## config.mk

```make
export PLATFORM = sky130hd
export DESIGN_NAME = stg_fifo
export DESIGN_NICKNAME = d
export VERILOG_FILES = /design/src/sv/stg_pkg.sv /design/src/sv/stg_fifo.sv
export SDC_FILE = /design/constraint.sdc
export NUM_CORES = 1
export LEC_CHECK = 0
export CAP_MARGIN = 40
export CELL_PAD_IN_SITES_DETAIL_PLACEMENT = 1
export CELL_PAD_IN_SITES_GLOBAL_PLACEMENT = 2
export CORE_MARGIN = 2
export CORE_UTILIZATION = 25
export DETAILED_ROUTE_END_ITERATION = 8
export DONT_BUFFER_PORTS = 1
export HOLD_SLACK_MARGIN = 0.05
export PLACE_DENSITY = 0.46
export REMOVE_ABC_BUFFERS = 1
export SYNTH_ARGS = -nofsm -noshare
export SYNTH_HDL_FRONTEND = slang
export SYNTH_SLANG_ARGS = --single-unit
```

## constraint.sdc

```tcl
create_clock -name clk -period 3.3 [get_ports clk]
set_input_delay 0.66 -clock clk [delete_from_list [all_inputs] [get_ports clk]]
set_output_delay 0.66 -clock clk [all_outputs]
set_load 0.01 [all_outputs]
```

## src/sv/stg_pkg.sv

```systemverilog
`default_nettype none

package stg_pkg;

  localparam int K_W = 16;
  localparam int N_W = 17;
  localparam int C_W = 16;
  localparam int CFG_IDX_W = 1;
  localparam int CORDIC_STEPS = 28;
  localparam int Q_DEPTH = 2;

  typedef enum logic [1:0] {
    MODE_SPIRAL = 2'd0,
    MODE_HALTON = 2'd1,
    MODE_ARCH   = 2'd2,
    MODE_DGM    = 2'd3
  } mode_e;

  typedef enum logic [CFG_IDX_W-1:0] {
    REG_MODE = 1'b0,
    REG_NUM  = 1'b1
  } cfg_reg_e;

  localparam logic signed [32:0] ONE_Q30 = 33'sh040000000;
  localparam logic [30:0] SPIRAL_C = 31'd1230417496;
  localparam logic [31:0] ARCH_LO = 32'h80B583EB;
  localparam logic [31:0] ARCH_HI = 32'h61C88646;
  localparam logic [47:0] DGM_G1 = 48'd131046651649665;
  localparam logic [47:0] DGM_G2 = 48'd192058202691525;
  localparam logic [29:0] CORDIC_GAIN = 30'd652032874;
  // ceil(2^20/3): exact quotient by 3 for values below 2^19
  localparam logic [18:0] DIV3_RECIP = 19'd349526;

  typedef struct packed {
    logic               bad;
    logic signed [31:0] z;
    logic [31:0]        az;
  } job_t;

  // atan(2^-i) in turns, Q0.32
  function automatic logic [29:0] atan_turns(input logic [4:0] i);
    logic [29:0] v;
    case (i)
      5'd0:  v = 30'd536870912;
      5'd1:  v = 30'd316933406;
      5'd2:  v = 30'd167458907;
      5'd3:  v = 30'd85004756;
      5'd4:  v = 30'd42667331;
      5'd5:  v = 30'd21354465;
      5'd6:  v = 30'd10679838;
      5'd7:  v = 30'd5340245;
      5'd8:  v = 30'd2670163;
      5'd9:  v = 30'd1335087;
      5'd10: v = 30'd667544;
      5'd11: v = 30'd333772;
      5'd12: v = 30'd166886;
      5'd13: v = 30'd83443;
      5'd14: v = 30'd41722;
      5'd15: v = 30'd20861;
      5'd16: v = 30'd10430;
      5'd17: v = 30'd5215;
      5'd18: v = 30'd2608;
      5'd19: v = 30'd1304;
      5'd20: v = 30'd652;
      5'd21: v = 30'd326;
      5'd22: v = 30'd163;
      5'd23: v = 30'd81;
      5'd24: v = 30'd41;
      5'd25: v = 30'd20;
      5'd26: v = 30'd10;
      5'd27: v = 30'd5;
      default: v = 30'd0;
    endcase
    return v;
  endfunction

endpackage

`default_nettype wire

```

## src/sv/stg_fifo.sv

```systemverilog
`default_nettype none

module stg_fifo (
  input  logic          clk,
  input  logic          rst,
  input  stg_pkg::job_t in_data,
  input  logic          in_valid,
  output logic          in_ready,
  output stg_pkg::job_t out_data,
  output logic          out_valid,
  input  logic          out_ready
);
  import stg_pkg::*;

  localparam int PW = $clog2(Q_DEPTH);
  localparam int CW = $clog2(Q_DEPTH + 1);

  job_t          mem [Q_DEPTH];
  logic [PW-1:0] wp;
  logic [PW-1:0] rp;
  logic [CW-1:0] cnt;
  logic          push;
  logic          pop;

  assign in_ready  = cnt != CW'(Q_DEPTH);
  assign out_valid = cnt != '0;
  assign out_data  = mem[rp];
  assign push      = in_valid && in_ready;
  assign pop       = out_valid && out_ready;

  always_ff @(posedge clk) begin
    if (push) begin
      mem[wp] <= in_data;
    end
  end

  always_ff @(posedge clk) begin
    if (rst) begin
      wp  <= '0;
      rp  <= '0;
      cnt <= '0;
    end else begin
      if (push) begin
        wp <= wp + PW'(1);
      end
      if (pop) begin
        rp <= rp + PW'(1);
      end
      case ({push, pop})
        2'b10:   cnt <= cnt + CW'(1);
        2'b01:   cnt <= cnt - CW'(1);
        default: cnt <= cnt;
      endcase
    end
  end

`ifndef SYNTHESIS
  a_cnt_range: assert property (@(posedge clk) disable iff (rst)
    cnt <= CW'(Q_DEPTH))
    else $error("queue count out of range");
`endif

endmodule

`default_nettype wire

```

==> Word level (Yosys, flattened, before mapping) <==
Memory sizes are Yosys's and may differ from the RTL's. A register that Yosys moved wholly into a read port is not among the register bits.
Index checks and enable logic that the tools add are counted.
{ "totals": {"ram_bits": 130, "out_inout_bits": 67, "reg_bits": 4, "elab_cells": 20, "inputBits": 69, "mem_count": 1} }
{ "classes": {"add_sub_neg": 4, "mux": 5, "eq_ne": 3, "n_reduce_logical": 4} }
{ "mem_list": {"columns": ["memory", "words", "width", "rd", "rd_ports_with_merged_regs", "write_ports", "line", "rtl"], "rows": [
  ["mem", 2, 65, 1, 1, 1, "stg_fifo.sv:18", "job_t mem [Q_DEPTH];"]
]} }
{ "ops": {"columns": ["op", "n"], "rows": [
  ["2-to-1 mux 1 bit", 4],
  ["one-hot mux 2 bit (2 select lines)", 1],
  ["nonzero test 2 bit", 2],
  ["adder 1 bit (second input constant)", 2],
  ["adder 2 x 1 -> 2 bit (second input constant)", 1],
  ["== test 2 x 1 -> 1 bit (second input constant)", 1],
  ["== test 2 bit (second input constant)", 1],
  ["logical AND 1 bit", 2],
  ["!= test 2 bit (second input constant)", 1],
  ["subtractor 2 x 1 -> 2 bit (second input constant)", 1]
]} }

==> Longest topological paths before layout <==
Gate-level depths: netlist (run 1).
{ "logic_depth": {"depth_word": 4, "depth_mapped": 6, "depth_no_buf": 6} }

==> Worst setup path after synthesis (run 1) <==
No wires, ideal clock.
{ "synth_timing": {"kind": "input port to flip-flop", "from": "in in_valid", "to": "mem mem[1][0] (netlist bit) (enable)", "stages": 1, "slack_ps": 633, "setup_ps": 430, "arrival_ps": 2237, "path_buffers": 0, "required_ps": 2870, "cell_sequence": "and3_1"} }
{ "synth_via": {"elab_chain_len": 3} }
{ "synth_rtl": {"columns": ["item", "line", "rtl"], "rows": [
  ["start, declared", "stg_fifo.sv:7", "input logic in_valid,"],
  ["logical AND 1 bit", "stg_fifo.sv:28", "assign push = in_valid && in_ready;"],
  ["2-to-1 mux 1 bit", "stg_fifo.sv:32", "if (push) begin"],
  ["2-to-1 mux 1 bit (not written as such)", "stg_fifo.sv:33", "mem[wp] <= in_data;"],
  ["end, declared", "stg_fifo.sv:18", null]
]} }
Every way passes these cells.

==> flow_summary.ini, run 1 <==
[outcome]
outcome = finished, final reports clean

[critical_path]
cpPeakStageDelay_ns = 0.72
r2r_cells = 4
crit_type = reg -> out
cp.arrival_ns = 1.83
worst-path-buf-inv = 1
critPathCaptureType = primary output
cp_data_required_time_ns = 2.64
cp_max_fo = 37
cp.depth = 2
cp_cell_sequence = buf_12 > mux2_2
critPathTopFamily = flip-flops
r2r-end = mem[0][28]
setup.reg_to_reg.worst_slack_ns = 1.26
startpoint_type = flop
cp_slowest_cell = dfxtp_4
r2r-start = cnt[0]

[power_and_ir_drop]
pwr-share-comb_pct = 17.9
finalPower_mw = 5.06
sw_frac_of_total_pct = 27.4
p_seq_share_pct = 45.5
p_switching_mw = 1.38
pwr-share-clk_pct = 36.5
intPower_mw = 3.67
power_leakage_nw = 1.85
p_per_area_mw_per_mm2 = 865
peakVddDrop_v = 0.000335

[sta]
tightest_slew_ns = 0.570
setup_ws_ns = 0.807
period_share_pct = 75.5
clock_skew_ns = 0.00528
finalMaxSlewViolations = 0
fin_crit_ns = 2.49
hold-worst-slack_ns = 0.305
hold_viol = 0
max_slew_margin_pct = 62.0
setup_violations = 0
setup_tns_ns = 0
fmax_mhz = 401
grt_setup_unrepaired = false

[synthesis]
ys_seq_area_share_pct = 81.6
avgSynthCellArea_um2 = 21.7
netlist_instances = 226
ys.warnings.count = 0
syn_area_mm2 = 0.00491
yosysUniqueCellTypes = 20
synth-seq-cells = 135

[grt]
antenna_found_initial = 0
grt_max_degree = 40
track_usage_pct = 9.47
grt_pass1_vias = 2290
grt_overflow_total = 0
grt_first_pass_wirelength_um = 13800

[cts]
clkTransAtPathRegs_ns = 0.06
post_cts_buffers = 0
cts_tree = built
post_cts_resized = 0
clock-root-buffer = clkbuf_16
numClockSinks = 135
cts_buffers = 17
cts.htree.levels = 4
clk_path_buf_depth = 2
cts_hold_buffers = 0
clkLatencyLatePin_ns = 0.41

[cells_and_area]
antenna_cells = 0
finalNonFillerCells = 520
drive_above_1_share_pct = 40.8
fin_nets = 312
n_fill_cell = 1935
areaGrowthSynthToFinish_pct = 19.1

[placed_design]
gp_congestion = 0.624
dp_cells = 488
port-buffer-count = 0
dp_slack_ns = 1.17

[drt]
firstDrtPassIters = 3
wl_um = 9450
viasPerCell = 3.99
vias = 2073
wl_per_cell_um = 18.2
drtIter0Drc = 80
drc = 0
ant_nets = 0

[job]
cap_violations = 0

[floorplan]
die-area_mm2 = 0.0208
die_w_um = 144
fp.dieH_um = 144
ios = 136
row_count = 51
initial_core_util_pct = 25.4
coreArea_mm2 = 0.0193

[worst_hold_path]
hold_path.class = in -> reg
hp-start = rst
hold_path_depth = 1
## area by class of cell
cell class,instances,area (um^2),share of cell area [%]
clock buffer,17,425,7.28
tap,265,332,5.67
inverter,1,3.75,0.0642
timing repair buffer,4,67.6,1.16
multi-input combinational,83,856,14.6
clock inverter,15,153,2.61
sequential,135,4010,68.6
## state kept, by name, indices dropped and copies added (netlist names), named ones only
name	count
rp	1
wp	1
mem	130
cnt	2
## stage by stage
stage,util (%),cell area [um^2]
floorplan,-,4860
global placement,27.2,5270
detailed placement,27.2,5270
CTS,30.2,5840
global route,30.2,5840
finish,30.2,5840
## cells by family after synthesis
| logic type | synth area share [%] |
|---|---|
| flip-flops | 81.6 |
| multiplexers | 14.9 |
| AND/OR/NAND/NOR | 0.969 |
| buffers and inverters | 1.05 |
| AO/OA/AOI/OAI | 0.663 |
| XOR/XNOR | 0.536 |
| adder cells (fa/ha/maj) | 0.255 |
## power by group through the flow
stage	logic [mW]	clock network, mW	registers (mW)
finish	0.907	1.85	2.30
floorplan	0.693	0	2.33
global route	0.989	1.99	2.34
global placement	0.927	0	2.35
CTS	0.943	1.92	2.32
detailed placement	0.940	0	2.35
## per-layer routing
layer	track usage [%]	vias up	share of wire (%)
met5	0	-	0
li1	-	929	-
met1	10.9	1048	39
met3	4.80	11	10
met2	14.5	85	49
met4	4.95	0	2.0
## worst max-delay path by stage
stage / startpoint / endpoint / slack [ns]
final: flop / out_data[18] / 0.81
after global routing: flop / out_data[42] / 0.67
after CTS: flop / out_data[42] / 0.70
after detailed placement: flop / out_data[12] / 1.17
after global placement: flop / out_data[42] / 1.17
after floorplan: flop / out_data[0] / 0.49
## layout by cell type (no fill, tap or decap), drive strengths merged, types with 2 or more instances in the layout
cell type / Yosys / final
edfxtp: 130 / 130
mux2: 65 / 65
clkbuf: 0 / 17
clkinv: 0 / 6
inv: 1 / 5
dfxtp: 5 / 5
buf: 7 / 4
nor2: 3 / 3
clkinvlp: 0 / 3
xnor2: 2 / 2
a21oi: 2 / 2
bufinv: 0 / 2
## cells in the mapped netlist
cell type,instances,share of area (%)
buf_4,5,0.77
or3_1,1,0.13
inv_1,1,0.076
and3_1,1,0.13
mux2_2,65,15
nor2_1,3,0.23
xnor2_1,2,0.36
or2_2,1,0.13
edfxtp_1,130,80
o21a_1,1,0.15
a21bo_2,1,0.20
o21ai_0,1,0.10
nand3b_1,1,0.15
a21oi_1,2,0.20
nand2_1,1,0.076
nand2b_1,1,0.13
xor2_1,1,0.18
buf_2,2,0.20
ha_1,1,0.25
dfxtp_1,5,2.0
No activity file was read; power rests on OpenSTA's default activity.
==> inputs of run 2 (changes only) <==
--- a/config.mk
+++ b/config.mk
@@ -13,7 +13,7 @@
 export DETAILED_ROUTE_END_ITERATION = 8
 export DONT_BUFFER_PORTS = 1
 export HOLD_SLACK_MARGIN = 0.05
-export PLACE_DENSITY = 0.46
+export PLACE_DENSITY = 0.48
 export REMOVE_ABC_BUFFERS = 1
 export SYNTH_ARGS = -nofsm -noshare
 export SYNTH_HDL_FRONTEND = slang
==> constraint.sdc (replaced) <==
create_clock -name clk -period 2.1 [get_ports clk]
set_input_delay 0.42 -clock clk [delete_from_list [all_inputs] [get_ports clk]]
set_output_delay 0.42 -clock clk [all_outputs]
set_load 0.01 [all_outputs]
==> run 2 against run 1 <==
Against the previous run:
- first-iteration DRC count is 3.8% lower
- clock power is 44% higher
- critical path depth stayed put
- non-clock buffer count is 3 higher
- worst hold slack worse by 0.22 ns
- highest routed layer unchanged
==> flow_summary.ini, run 2 (same netlist as run 1, synthesis figures left out) <==
[grt]
grt_pass1_vias = 2349
grt_first_pass_wirelength_um = 14100
globalRouteMet1Util_pct = 10.7
track_usage_pct = 9.55
antenna_found_initial = 0
met3_usage_pct = 5.63
grt_max_degree = 36
top_usage_layer = met2
grt_util_met2_pct = 14.4
grt_overflow_total = 0

[sta]
setup_violations = 0
fmax_mhz = 540
max_slew_margin_pct = 83.2
period_share_pct = 88.1
hold_viol = 0
clock_skew_ns = 0.00576
tightest_slew_ns = 0.252
fin_crit_ns = 1.85
grt_setup_unrepaired = false
hold-worst-slack_ns = 0.0808
finalMaxSlewViolations = 0

[cts]
cts_buffers = 17
clk_path_buf_depth = 2
numClockSinks = 135
clkTransAtPathRegs_ns = 0.05
post_cts_resized = 0
cts_tree = built
clkLatencyLatePin_ns = 0.41
clock-root-buffer = clkbuf_16
cts.htree.levels = 4
post_cts_buffers = 0

[drt]
drc = 0
firstDrtPassIters = 4
vias = 2122
ant_nets = 0
wl_per_cell_um = 18.1
viasPerCell = 4.06
wl_um = 9480
drtIter0Drc = 77

[critical_path]
worst-path-buf-inv = 1
startpoint_type = flop
critPathCaptureType = primary output
r2r_cells = 5
cp_slowest_cell = mux2_2
cp_cell_sequence = buf_12 > mux2_2
cp_data_required_time_ns = 1.68
cp.arrival_ns = 1.43
cp.depth = 2
critPathTopFamily = multiplexers
crit_type = reg -> out
setup.reg_to_reg.worst_slack_ns = 0.41
cp_max_fo = 33
cpPeakStageDelay_ns = 0.42

[floorplan]
die_w_um = 144
ios = 136
row_count = 51
die-area_mm2 = 0.0208
coreArea_mm2 = 0.0193
fp.dieH_um = 144
initial_core_util_pct = 25.4

[placed_design]
gp_congestion = 0.635
port-buffer-count = 0
dp_hpwl_um = 5760

[power_and_ir_drop]
power_leakage_nw = 1.85
finalPower_mw = 7.79
peakVddDrop_v = 0.000530
p_per_area_mw_per_mm2 = 1330

[cells_and_area]
final_common_cell = edfxtp_1
areaGrowthSynthToFinish_pct = 19.3
largest_reg_flops = 130
n_fill_cell = 1963
layout_common_cells = edfxtp_1 (130), mux2_2 (65), clkbuf_16 (17)
fin_nets = 315
drive_above_1_share_pct = 39.1
reg_top3 = mem x130, cnt x2
antenna_cells = 0
top_register = mem

[worst_hold_path]
hold_path_depth = 1
hold_path.class = in -> reg

[job]
cap_violations = 0

[outcome]
outcome = finished, final reports clean
## run 2: cell count changes in the layout (fill, tap and decap cells not counted), sizes merged
| cell | previous run | this run |
|---|---|---|
| inv | 5 | 1 |
| dlygate4sd3 | 0 | 1 |
| bufinv | 2 | 1 |
| buf | 4 | 6 |
| clkbuf | 17 | 21 |
| clkinv | 6 | 7 |
## run 2: where the power goes
group	internal, mW	switching, mW
registers	3.40	0.0966
clock network	1.60	1.07
logic	0.668	0.947
## run 2: final timing paths
path | startpoint | endpoint
worst max-delay path | flop | out_data[53]
worst min-delay path | rst | rp
worst min register to register | rp | rp
worst max register to register | cnt[0] | cnt[1]
## run 2: final cells by class
cell class / count / area, um^2 / area share (%)
clock buffers: 21 / 440 / 7.52
clock inverters: 11 / 83.8 / 1.43
inverters: 1 / 3.75 / 0.0641
multi-input cells: 83 / 856 / 14.6
flip-flops and latches: 135 / 4010 / 68.5
well taps: 265 / 332 / 5.66
repair buffers: 7 / 130 / 2.22
## run 2: metrics by stage
step	cells	worst slack (ns)	TNS, ns	utilization (%)	cell area [um^2]
2_1_floorplan	219	-0.561	-88.22	-	4860
3_3_place_gp	490	0.449	0	27.5	5320
3_5_place_dp	490	0.412	0	27.5	5320
4_1_cts	523	0.192	0	30.3	5850
5_1_grt	523	0.176	0	30.3	5850
6_report	523	0.250	0	30.3	5850
## run 2: layer usage
| layer | part of all wire (%) | vias up |
|---|---|---|
| li1 | - | 937 |
| met1 | 39 | 1080 |
| met2 | 47 | 92 |
| met3 | 12 | 13 |
| met4 | 1.7 | 0 |
| met5 | 0 | - |
## run 2: what timing repair did
| item | 4_1_cts | 5_1_grt |
|---|---|---|
| hold endpoints to repair | 4 | 0 |
| endpoints found under the setup margin | 0 | 0 |
| hold buffers | 1 | 0 |
