<file path="src/sv/stg_pkg.sv">
`default_nettype none

package stg_pkg;

  localparam int K_W = 16;
  localparam int N_W = 17;
  localparam int C_W = 16;
  localparam int CFG_IDX_W = 1;
  localparam int CORDIC_STEPS = 28;
  localparam int Q_DEPTH = 2;

  typedef enum logic [1:0] {
    MODE_SPIRAL = 2'd0,
    MODE_HALTON = 2'd1,
    MODE_ARCH   = 2'd2,
    MODE_DGM    = 2'd3
  } mode_e;

  typedef enum logic [CFG_IDX_W-1:0] {
    REG_MODE = 1'b0,
    REG_NUM  = 1'b1
  } cfg_reg_e;

  localparam logic signed [32:0] ONE_Q30 = 33'sh040000000;
  localparam logic [30:0] SPIRAL_C = 31'd1230417496;
  localparam logic [31:0] ARCH_LO = 32'h80B583EB;
  localparam logic [31:0] ARCH_HI = 32'h61C88646;
  localparam logic [47:0] DGM_G1 = 48'd131046651649665;
  localparam logic [47:0] DGM_G2 = 48'd192058202691525;
  localparam logic [29:0] CORDIC_GAIN = 30'd652032874;
  // ceil(2^20/3): exact quotient by 3 for values below 2^19
  localparam logic [18:0] DIV3_RECIP = 19'd349526;

  typedef struct packed {
    logic               bad;
    logic signed [31:0] z;
    logic [31:0]        az;
  } job_t;

  // atan(2^-i) in turns, Q0.32
  function automatic logic [29:0] atan_turns(input logic [4:0] i);
    logic [29:0] v;
    case (i)
      5'd0:  v = 30'd536870912;
      5'd1:  v = 30'd316933406;
      5'd2:  v = 30'd167458907;
      5'd3:  v = 30'd85004756;
      5'd4:  v = 30'd42667331;
      5'd5:  v = 30'd21354465;
      5'd6:  v = 30'd10679838;
      5'd7:  v = 30'd5340245;
      5'd8:  v = 30'd2670163;
      5'd9:  v = 30'd1335087;
      5'd10: v = 30'd667544;
      5'd11: v = 30'd333772;
      5'd12: v = 30'd166886;
      5'd13: v = 30'd83443;
      5'd14: v = 30'd41722;
      5'd15: v = 30'd20861;
      5'd16: v = 30'd10430;
      5'd17: v = 30'd5215;
      5'd18: v = 30'd2608;
      5'd19: v = 30'd1304;
      5'd20: v = 30'd652;
      5'd21: v = 30'd326;
      5'd22: v = 30'd163;
      5'd23: v = 30'd81;
      5'd24: v = 30'd41;
      5'd25: v = 30'd20;
      5'd26: v = 30'd10;
      5'd27: v = 30'd5;
      default: v = 30'd0;
    endcase
    return v;
  endfunction

endpackage

`default_nettype wire

</file>
<file path="src/sv/stg_if.sv">
`default_nettype none


interface stg_out_if;
  logic                           valid;
  logic                           ready;
  logic signed [stg_pkg::C_W-1:0] coord_x;
  logic signed [stg_pkg::C_W-1:0] coord_y;
  logic signed [stg_pkg::C_W-1:0] coord_z;
  logic                           index_bad;
  modport source (output valid, output coord_x, output coord_y, output coord_z,
                  output index_bad, input ready);
  modport sink   (input valid, input coord_x, input coord_y, input coord_z,
                  input index_bad, output ready);
endinterface


`default_nettype wire

</file>
<file path="src/sv/stg_sqrt.sv">
`default_nettype none

module stg_sqrt (
  input  logic        clk,
  input  logic        rst,
  input  logic        start,
  input  logic [63:0] val,
  output logic        done,
  output logic        busy,
  output logic [31:0] root
);
  import stg_pkg::*;

  logic [63:0] v;
  logic [63:0] res;
  logic [63:0] bitv;
  logic [4:0]  cnt;
  logic [63:0] t;

  assign t    = res + bitv;
  assign root = res[31:0];

  always_ff @(posedge clk) begin
    if (rst) begin
      busy <= 1'b0;
      done <= 1'b0;
    end else begin
      done <= 1'b0;
      if (start) begin
        v    <= val;
        res  <= '0;
        bitv <= 64'h4000_0000_0000_0000;
        cnt  <= '0;
        busy <= 1'b1;
      end else if (busy) begin
        if (v >= t) begin
          v   <= v - t;
          res <= (res >> 1) + bitv;
        end else begin
          res <= res >> 1;
        end
        bitv <= bitv >> 2;
        cnt  <= cnt + 5'd1;
        if (cnt == 5'd31) begin
          busy <= 1'b0;
          done <= 1'b1;
        end
      end
    end
  end

endmodule

`default_nettype wire

</file>
<file path="src/sv/stg_back.sv">
`default_nettype none

module stg_back #(
  parameter int OUT_FRAC_BITS = 15
) (
  input  logic          clk,
  input  logic          rst,
  input  stg_pkg::job_t job,
  input  logic          job_valid,
  output logic          job_ready,
  stg_out_if.source     dout
);
  import stg_pkg::*;

  localparam int SH = 30 - OUT_FRAC_BITS;
  localparam logic signed [39:0] RND = (40'sd1 <<< SH) >>> 1;

  typedef enum logic [5:0] {
    B_IDLE = 6'b000001,
    B_SQ   = 6'b000010,
    B_SQW  = 6'b000100,
    B_GAIN = 6'b001000,
    B_ROT  = 6'b010000,
    B_OUT  = 6'b100000
  } bstate_e;

  bstate_e            state;
  logic               bad;
  logic signed [31:0] z;
  logic [31:0]        az;
  logic signed [33:0] x;
  logic signed [33:0] y;
  logic signed [33:0] a;
  logic [4:0]         step;
  logic               ovalid;
  logic [C_W-1:0]     ox;
  logic [C_W-1:0]     oy;
  logic [C_W-1:0]     oz;
  logic               obad;

  logic [31:0]        zabs;
  logic [30:0]        za;
  logic [63:0]        sq_val;
  logic               sq_start;
  logic               sq_done;
  logic               sq_busy;
  logic [31:0]        sq_root;
  logic [31:0]        uq;
  logic               flip;
  logic [31:0]        u2;
  logic signed [33:0] xs;
  logic signed [33:0] ys;
  logic signed [33:0] at;
  logic               out_free;

  function automatic logic [C_W-1:0] to_field(input logic signed [39:0] v);
    logic signed [39:0] t;
    logic [C_W-1:0]     r;
    t = (v + RND) >>> SH;
    if (t > 40'sd32767) begin
      r = 16'h7FFF;
    end else if (t < -40'sd32768) begin
      r = 16'h8000;
    end else begin
      r = t[C_W-1:0];
    end
    return r;
  endfunction

  always_comb begin
    zabs     = z[31] ? 32'(-z) : 32'(z);
    za       = (zabs > 32'h4000_0000) ? 31'h4000_0000 : zabs[30:0];
    sq_val   = 64'h1000_0000_0000_0000 - (64'(za) * 64'(za));
    sq_start = (state == B_SQ);
    uq       = az + 32'h4000_0000;
    flip     = uq >= 32'h8000_0000;
    u2       = flip ? az - 32'h8000_0000 : az;
    xs       = x >>> step;
    ys       = y >>> step;
    at       = $signed({4'b0000, atan_turns(step)});
    out_free = !ovalid || dout.ready;
  end

  stg_sqrt u_sqrt (
    .clk   (clk),
    .rst   (rst),
    .start (sq_start),
    .val   (sq_val),
    .done  (sq_done),
    .busy  (sq_busy),
    .root  (sq_root)
  );

  assign job_ready      = (state == B_IDLE);
  assign dout.valid     = ovalid;
  assign dout.coord_x   = ox;
  assign dout.coord_y   = oy;
  assign dout.coord_z   = oz;
  assign dout.index_bad = obad;

  always_ff @(posedge clk) begin
    if (rst) begin
      state  <= B_IDLE;
      ovalid <= 1'b0;
    end else begin
      // B_OUT reloads the register itself when it is free
      if (ovalid && dout.ready && state != B_OUT) begin
        ovalid <= 1'b0;
      end
      case (state)
        B_IDLE: begin
          if (job_valid) begin
            bad   <= job.bad;
            z     <= job.z;
            az    <= job.az;
            state <= job.bad ? B_OUT : B_SQ;
          end
        end
        B_SQ: begin
          state <= B_SQW;
        end
        B_SQW: begin
          if (sq_done) begin
            x     <= 34'((64'(sq_root) * 64'(CORDIC_GAIN) + 64'h2000_0000) >> 30);
            state <= B_GAIN;
          end
        end
        B_GAIN: begin
          // fold left half-plane angles into the right one
          if (flip) begin
            x <= -x;
          end
          y     <= '0;
          a     <= 34'($signed(u2));
          step  <= '0;
          state <= B_ROT;
        end
        B_ROT: begin
          if (!a[33]) begin
            x <= x - ys;
            y <= y + xs;
            a <= a - at;
          end else begin
            x <= x + ys;
            y <= y - xs;
            a <= a + at;
          end
          step <= step + 5'd1;
          if (step == 5'(CORDIC_STEPS - 1)) begin
            state <= B_OUT;
          end
        end
        B_OUT: begin
          if (out_free) begin
            ovalid <= 1'b1;
            obad   <= bad;
            ox     <= bad ? '0 : to_field(40'(x));
            oy     <= bad ? '0 : to_field(40'(y));
            oz     <= bad ? '0 : to_field(40'(z));
            state  <= B_IDLE;
          end
        end
        default: begin
          state <= B_IDLE;
        end
      endcase
    end
  end

`ifndef SYNTHESIS
  a_bad_out_zero: assert property (@(posedge clk) disable iff (rst)
    (ovalid && obad) |-> (ox == '0 && oy == '0 && oz == '0))
    else $error("flagged result with nonzero coordinates");

  a_sqrt_free: assert property (@(posedge clk) disable iff (rst)
    sq_start |-> !sq_busy)
    else $error("root unit started while busy");

  a_no_overwrite: assert property (@(posedge clk) disable iff (rst)
    (ovalid && !dout.ready) |=> ovalid)
    else $error("pending result dropped");
`endif

endmodule

`default_nettype wire

</file>
<file path="src/flat_wrapper.sv">
// flat-port wrapper written by rule: the top's interface ports become plain ports
module stg_back_flat import stg_pkg::*;
#(
  parameter int OUT_FRAC_BITS = 15
)
  (clk, rst, job, job_valid, job_ready, dout_valid, dout_coord_x, dout_coord_y, dout_coord_z, dout_index_bad, dout_ready);
  stg_out_if dout_i ();
  input  logic clk;
  input  logic rst;
  input  stg_pkg::job_t job;
  input  logic job_valid;
  output logic job_ready;
  output wire logic [$bits(dout_i.valid)-1:0] dout_valid;
  output wire logic [$bits(dout_i.coord_x)-1:0] dout_coord_x;
  output wire logic [$bits(dout_i.coord_y)-1:0] dout_coord_y;
  output wire logic [$bits(dout_i.coord_z)-1:0] dout_coord_z;
  output wire logic [$bits(dout_i.index_bad)-1:0] dout_index_bad;
  input wire logic [$bits(dout_i.ready)-1:0] dout_ready;
  assign dout_valid = dout_i.valid;
  assign dout_coord_x = dout_i.coord_x;
  assign dout_coord_y = dout_i.coord_y;
  assign dout_coord_z = dout_i.coord_z;
  assign dout_index_bad = dout_i.index_bad;
  assign dout_i.ready = dout_ready;
  stg_back #(.OUT_FRAC_BITS(OUT_FRAC_BITS)) u_core (.clk(clk), .rst(rst), .job(job), .job_valid(job_valid), .job_ready(job_ready), .dout(dout_i));
endmodule
</file>
<file path="config.mk">
export PLATFORM = sky130hd
export DESIGN_NAME = stg_back_flat
export DESIGN_NICKNAME = d
export VERILOG_FILES = /design/src/sv/stg_pkg.sv /design/src/sv/stg_if.sv /design/src/sv/stg_sqrt.sv /design/src/sv/stg_back.sv /design/src/flat_wrapper.sv
export SDC_FILE = /design/constraint.sdc
export NUM_CORES = 2
export LEC_CHECK = 0
export BUFFER_PORTS_ARGS = -buffer_cell sky130_fd_sc_hd__buf_2
export CAP_MARGIN = 20
export CORE_UTILIZATION = 40
export DETAILED_ROUTE_END_ITERATION = 7
export MAX_ROUTING_LAYER = met4
export SKIP_CTS_REPAIR_TIMING = 1
export SYNTH_ARGS = -nofsm -noshare
export SYNTH_HDL_FRONTEND = slang
export SYNTH_SLANG_ARGS = --single-unit
</file>
<file path="constraint.sdc">
create_clock -name clk -period 16.2 [get_ports clk]
set_input_delay 0 -clock clk [delete_from_list [all_inputs] [get_ports clk]]
set_output_delay 0 -clock clk [all_outputs]
set_load 0.1 [all_outputs]
</file>
# --- After elaboration in Yosys (flattened, before gate mapping) ---
# Memory sizes are Yosys's and may differ from the RTL's. A register that Yosys moved wholly into a read port is not among the register bits.
# Cells that the tools add are included.
word_totals:
  regBits: 395
  mem_bits_ro: 960
  inputBits: 69
  out_inout_bits: 51
  elab_cells: 130
  n_memories: 1
mem_list:
  columns: ["name", "words", "word_bits", "rd", "rd_ports_with_merged_regs", "wr", "line_no", "source"]
  rows:
  - ["(name not given)", 32, 30, 1, 1, 0, "stg_pkg.sv:43", "case (i)"]
op_classes:
  n_addsub: 20
  multipliers: 2
  magnitude_cmp: 9
  eq_ne: 14
  shifts: 2
  n_mux: 39
  bitwise_logic: 2
  n_reduce_logical: 19
op_table:
  columns: ["cell", "n"]
  rows:
  - ["$mux W64", 5]
  - ["$mux W34", 5]
  - ["$pmux W34 S2", 2]
  - ["$pmux W34 S3", 1]
  - ["$add A34 B16 Y35 const B", 2]
  - ["$add A34 B34 Y34", 2]
  - ["$sshr A34 B5 Y34", 2]
  - ["$sub A34 B34 Y34", 2]
  - ["$add A63 B63 Y64", 1]
  - ["$add A64 B63 Y64", 1]
  - ["$ge A64 B64 Y1", 1]
  - ["$mux W32", 2]
  - ["$sub A64 B64 Y64", 1]
  - ["$add A62 B30 Y63 const B", 1]
  - ["$mux W63", 1]
  - ["$sub A61 B62 Y63 const A", 1]
  - ["$mul A31 B31 Y62", 1]
  - ["$mul A32 B29 Y61 const B", 1]
  - ["$mux W16", 3]
  - ["$mux W15", 3]
  - ["$gt A20 B16 Y1 const B", 2]
  - ["$lt A20 B16 Y1 const B", 2]
  - ["$pmux W6 S6", 1]
  - ["$add A34 B31 Y34", 1]
  - ["37 further kinds", 63]

# --- Depth between registers and ports, before layout ---
logic_depth:
  ltp_word: 7
  ltp_mapped: 46
  ltp_nobuf: 44

# --- By module ---
# From an unflattened synthesis, not the netlist that was laid out.
hier_totals:
  cells_unflattened: 9476
  area_unflattened_um2: 85872.4
modules_own_cells:
  columns: ["mod", "n_inst", "cells_per_inst", "area_per_inst_um2", "seq_area_each_um2"]
  rows:
  - ["stg_back", 1, 7598, 69978.4, 7377.1]
  - ["stg_sqrt", 1, 1878, 15894.0, 4994.8]

# --- Worst setup path before layout ---
# Ideal clock, no wire load.
synth_timing:
  path_type: "flip-flop to flip-flop"
  from: "register u_core.z[2]"
  to: "register u_core.u_sqrt.v[61], data pin"
  setup_time_ns: 0.269
  t_arrival_ns: 10.815
  required_time_ns: 15.931
  path_slack_ns: 5.116
  path_stages_with_launch: 41
  path_buffers: 1
  synth_period_minus_slack_ns: 11.084
  path_cell_list: "edfxtp_1 > or4_4 > or4_4 > nor3_4 > nand2_1 > o31a_1 > xor2_2 > or4_1 > nor4_2 > a31o_2 > nand2_1 > inv_1 > buf_2 > nand2_1 > fa_1 > inv_1 > fa_1 > inv_1 > (+5 left out) > fa_1 > inv_1 > fa_1 > fa_1 > inv_1 > ha_1 > and3_1 > nand2_1 > nor3_1 > inv_1 > a2111o_1 > nand3_1 > a21oi_1 > o31ai_1 > a31oi_1 > o21ai_0 > xnor2_1 > o21ai_0"
synth_via:
  elab_chain_len: 7
synth_lines:
  columns: ["item", "line_no", "source"]
  rows:
  - ["start: declaration", "stg_back.sv:29", "logic signed [31:0] z;"]
  - ["start signal: assignment", "stg_back.sv:114", "z <= job.z;"]
  - ["$neg A32 Y32", "stg_back.sv:71", "zabs = z[31] ? 32'(-z) : 32'(z);"]
  - ["$mux W32 (*)", "stg_back.sv:71", null]
  - ["$gt A32 B31 Y1", "stg_back.sv:72", "za = (zabs > 32'h4000_0000) ? 31'h4000_0000 : zabs[30:0];"]
  - ["$mux W31 (*)", "stg_back.sv:72", null]
  - ["$mul A31 B31 Y62 (*)", "stg_back.sv:73", "sq_val = 64'h1000_0000_0000_0000 - (64'(za) * 64'(za));"]
  - ["$sub A61 B62 Y63 (*)", "stg_back.sv:73", null]
  - ["$mux W64 (*)", "stg_sqrt.sv:29", "if (start) begin"]
  - ["end signal: assignment", "stg_sqrt.sv:30", "v <= val;"]
  - ["end signal: assignment", "stg_sqrt.sv:37", "v <= v - t;"]
  - ["end: declaration", "stg_sqrt.sv:14", "logic [63:0] v;"]
# Every way passes the cells marked *; elsewhere a longest branch is shown, timed or not.
# A chain may end at the register's enable or synchronous reset.

# --- Final worst setup path ---
layout_timing:
  from: "register u_core.z[0]"
  to: "register u_core.u_sqrt.v[39], data pin"
# Same word-level chain as after synthesis.

==> impl_metrics.yaml <==
cts:
  cts_buffers: 57
  htreeDepth: 2
  clk_pin_slew_worst_paths_ns: 0.06
  cts_tree: "done"
  clk_latency_ns: 0.72
  cts_sinks: 425
  clockBufferDepth: 3
  cts_root_buf: "clkbuf_16"
drt:
  drt_iter0_drc: 5049
  drt-vias-per-instance: 5.37
  avgRoutedWirePerCell_um: 20.5
  detail-route-antenna-nets: 0
  dr.pass1.iters: 8
  vias: 66600
  drc: 0
  drt_wl_total_mm: 254
final_layout:
  num-nets-final: 11700
  seq_area_sq_um: 12400
  drive_gt1_frac: 0.0586
  multiInputGateArea_sq_um: 64700
  area_growth_pct: 8.39
  final_cell_count_no_fill: 12400
  final_common_cell: "inv_1"
  mostFrequentLayoutCells: "inv_1, fa_1, ha_1, nand2_1, nor2_1"
  fill_cells: 20700
timing:
  maxSlewViolCount: 0
  rsz0062_at_grt: "no"
  tightest_slew_ns: 1.13
  holdWs_ns: 0.0394
  min_period_ns: 13.59
  finalSetupTns_ns: 0
  setup_viol: 0
  skew_ns: 0.0631
  clock.fmax_mhz: 73.6
  relSlewSlack: 0.247
  fin_crit_sh: 0.839
  finalHoldViolCount: 0
floorplanning:
  pin_count: 120
  start_util: 0.402
  num_rows: 169
  die_h_um: 463
  coreArea_sq_um: 212000
  die_w_um: 463
  fp.dieArea_sq_um: 215000
synthesis:
  synth_area_leaders: "fa_1, edfxtp_1, ha_1, inv_1, nand2_1"
  synth_top_area_frac: 0.290
  synth_edf_count: 386
  ys_ff_latch: 425
  ys_types: 93
  yosys.area.top_type: "fa_1"
  synth_seq_area_share: 0.145
  syn_area_sq_um: 85200
  synthArstFlopShare: 0
  synth_top_flop_cell: "edfxtp_1"
  synth_area_per_cell_sq_um: 9.09
  syn_inst: 9369
  ys.warnings.count: 0
worst_setup_path:
  cpPeakStageDelay_ns: 0.72
  cp-start-kind: "flop"
  rr_startpoint: "u_core.z[0]$_DFFE_PP_"
  cp.depth: 40
  r2r_end: "u_core.u_sqrt.v[39]$_DFFE_PP_"
  r2r_slack_ns: 2.61
  crit_end: "u_core.u_sqrt.v[39]$_DFFE_PP_"
  cp_slowest_cell: "nor4_1"
  end_kind: "flop"
  worstPathRequired_ns: 16.62
  path_buf_inv: 8
  startpoint: "u_core.z[0]$_DFFE_PP_"
  crit_fanout: 20
  worst_r2r_path_depth: 40
  crit_family: "adder cells"
  cp.arrival_ns: 14.01
  worst_path_most_repeated_cell: "fa_1"
  crit_type: "flop to flop"
global_route:
  antenna_found_initial: 4
  grt_max_degree: 89
  grt_pass1_vias: 69600
  grtUsageTotal: 0.243
  overflow: 0
  grt_pass1_wl_mm: 400
flow_run:
  maxCapViolCount: 0
hold_path:
  holdCritPathClass: "input port to flop"
placement:
  placed_cells: 12200
  gp_congestion: 1.00
  dp_hpwl_mm: 209
  port-buffer-count: 119
run_status:
  status: "complete, no violations"
[routing by layer]
| metal | share of wire | track usage | wire (um) | up-vias |
|---|---|---|---|---|
| met5 | 0 | - | 0 | - |
| met4 | 0.039 | 0.0805 | 9830 | 0 |
| met3 | 0.064 | 0.0319 | 16200 | 486 |
| met2 | 0.46 | 0.387 | 117000 | 2128 |
| met1 | 0.44 | 0.320 | 111000 | 33000 |
| li1 | - | - | - | 31000 |
[cell type report]
| class | count | area share |
|---|---|---|
| Tap cell | 2821 | 0.0382 |
| Timing Repair Buffer | 332 | 0.0267 |
| Clock inverter | 43 | 0.00592 |
| Multi-Input combinational cell | 6789 | 0.701 |
| Clock buffer | 64 | 0.0158 |
| Antenna cell | 2 | 0.0000542 |
| Inverter | 1911 | 0.0778 |
| Sequential cell | 425 | 0.134 |
[logic make-up after synthesis]
group / Yosys count / share of synthesized area
other: 2 / 0.0000882
flip-flops: 425 / 0.145
buffers and inverters: 2210 / 0.0985
multiplexers: 165 / 0.0293
XOR/XNOR: 598 / 0.0617
AND/OR/NAND/NOR: 2179 / 0.120
adder cells (fa/ha/maj): 2130 / 0.422
AO/OA/AOI/OAI: 1660 / 0.123
[state kept, by name, summed over array words and instances (netlist names), 6 cells and up]
name	cells
u_core.z	32
u_core.state	6
u_core.dout.coord_y	16
u_core.az	32
u_core.y	34
u_core.a	34
u_core.dout.coord_x	16
u_core.dout.coord_z	16
u_core.u_sqrt.bitv	32
u_core.u_sqrt.v	64
u_core.u_sqrt.res	64
u_core.at	30
u_core.x	34
[worst reg2reg max path: cells and delay by family, from the launching register on]
kind / cells / cell delay (ns)
AO/OA/AOI/OAI: 12 / 3.02
adder cells (fa/ha/maj): 10 / 4.67
XOR/XNOR: 2 / 0.65
buffers and inverters: 8 / 1.19
flip-flops: 1 / 0.46
AND/OR/NAND/NOR: 8 / 3.33
[worst min-delay path by stage]
stage,startpoint,cells after the start,endpoint,slack [ns]
final,job[58],2,u_core.z[26]$_DFFE_PP_,0.04
after global routing,job[55],2,u_core.z[23]$_DFFE_PP_,0.01
after CTS,job[10],1,u_core.az[10]$_DFFE_PP_,-0.61
after detailed placement,job[60],1,u_core.z[28]$_DFFE_PP_,0.18
after global placement,job[47],1,u_core.z[15]$_DFFE_PP_,0.18
after floorplan,job[64],1,u_core.state[1]$_SDFFE_PP0P_,0.08
[per-stage QoR]
stage               area [sq um]  setup WS (ns)   util
global placement           89200           3.12  0.421
finish                     92300           2.61  0.436
global route               92300           2.04  0.436
detailed placement         89200           2.71  0.421
CTS                        91300           2.75  0.431
floorplan                  85400           5.12      -
[synth_stat cells, types with 43 or more instances]
cell type / number
nand2_1: 756
xor2_1: 281
a21o_1: 176
a211oi_1: 76
inv_1: 1882
nor2b_1: 66
xnor2_1: 315
mux2i_1: 77
ha_1: 895
nand3_1: 107
o21bai_1: 52
a31oi_1: 107
or3_1: 48
and3_1: 51
nor3_1: 94
nand4_1: 81
a21oi_1: 444
fa_1: 1235
clkbuf_1: 235
nand2b_1: 59
nor4_1: 43
o21ai_0: 404
o21a_1: 62
nor2_1: 648
mux4_2: 65
edfxtp_1: 386
and2_1: 66
Power is left out: the tool's default activity adds up to more than one toggle a clock period on the data nets, which glitch-free logic cannot reach.
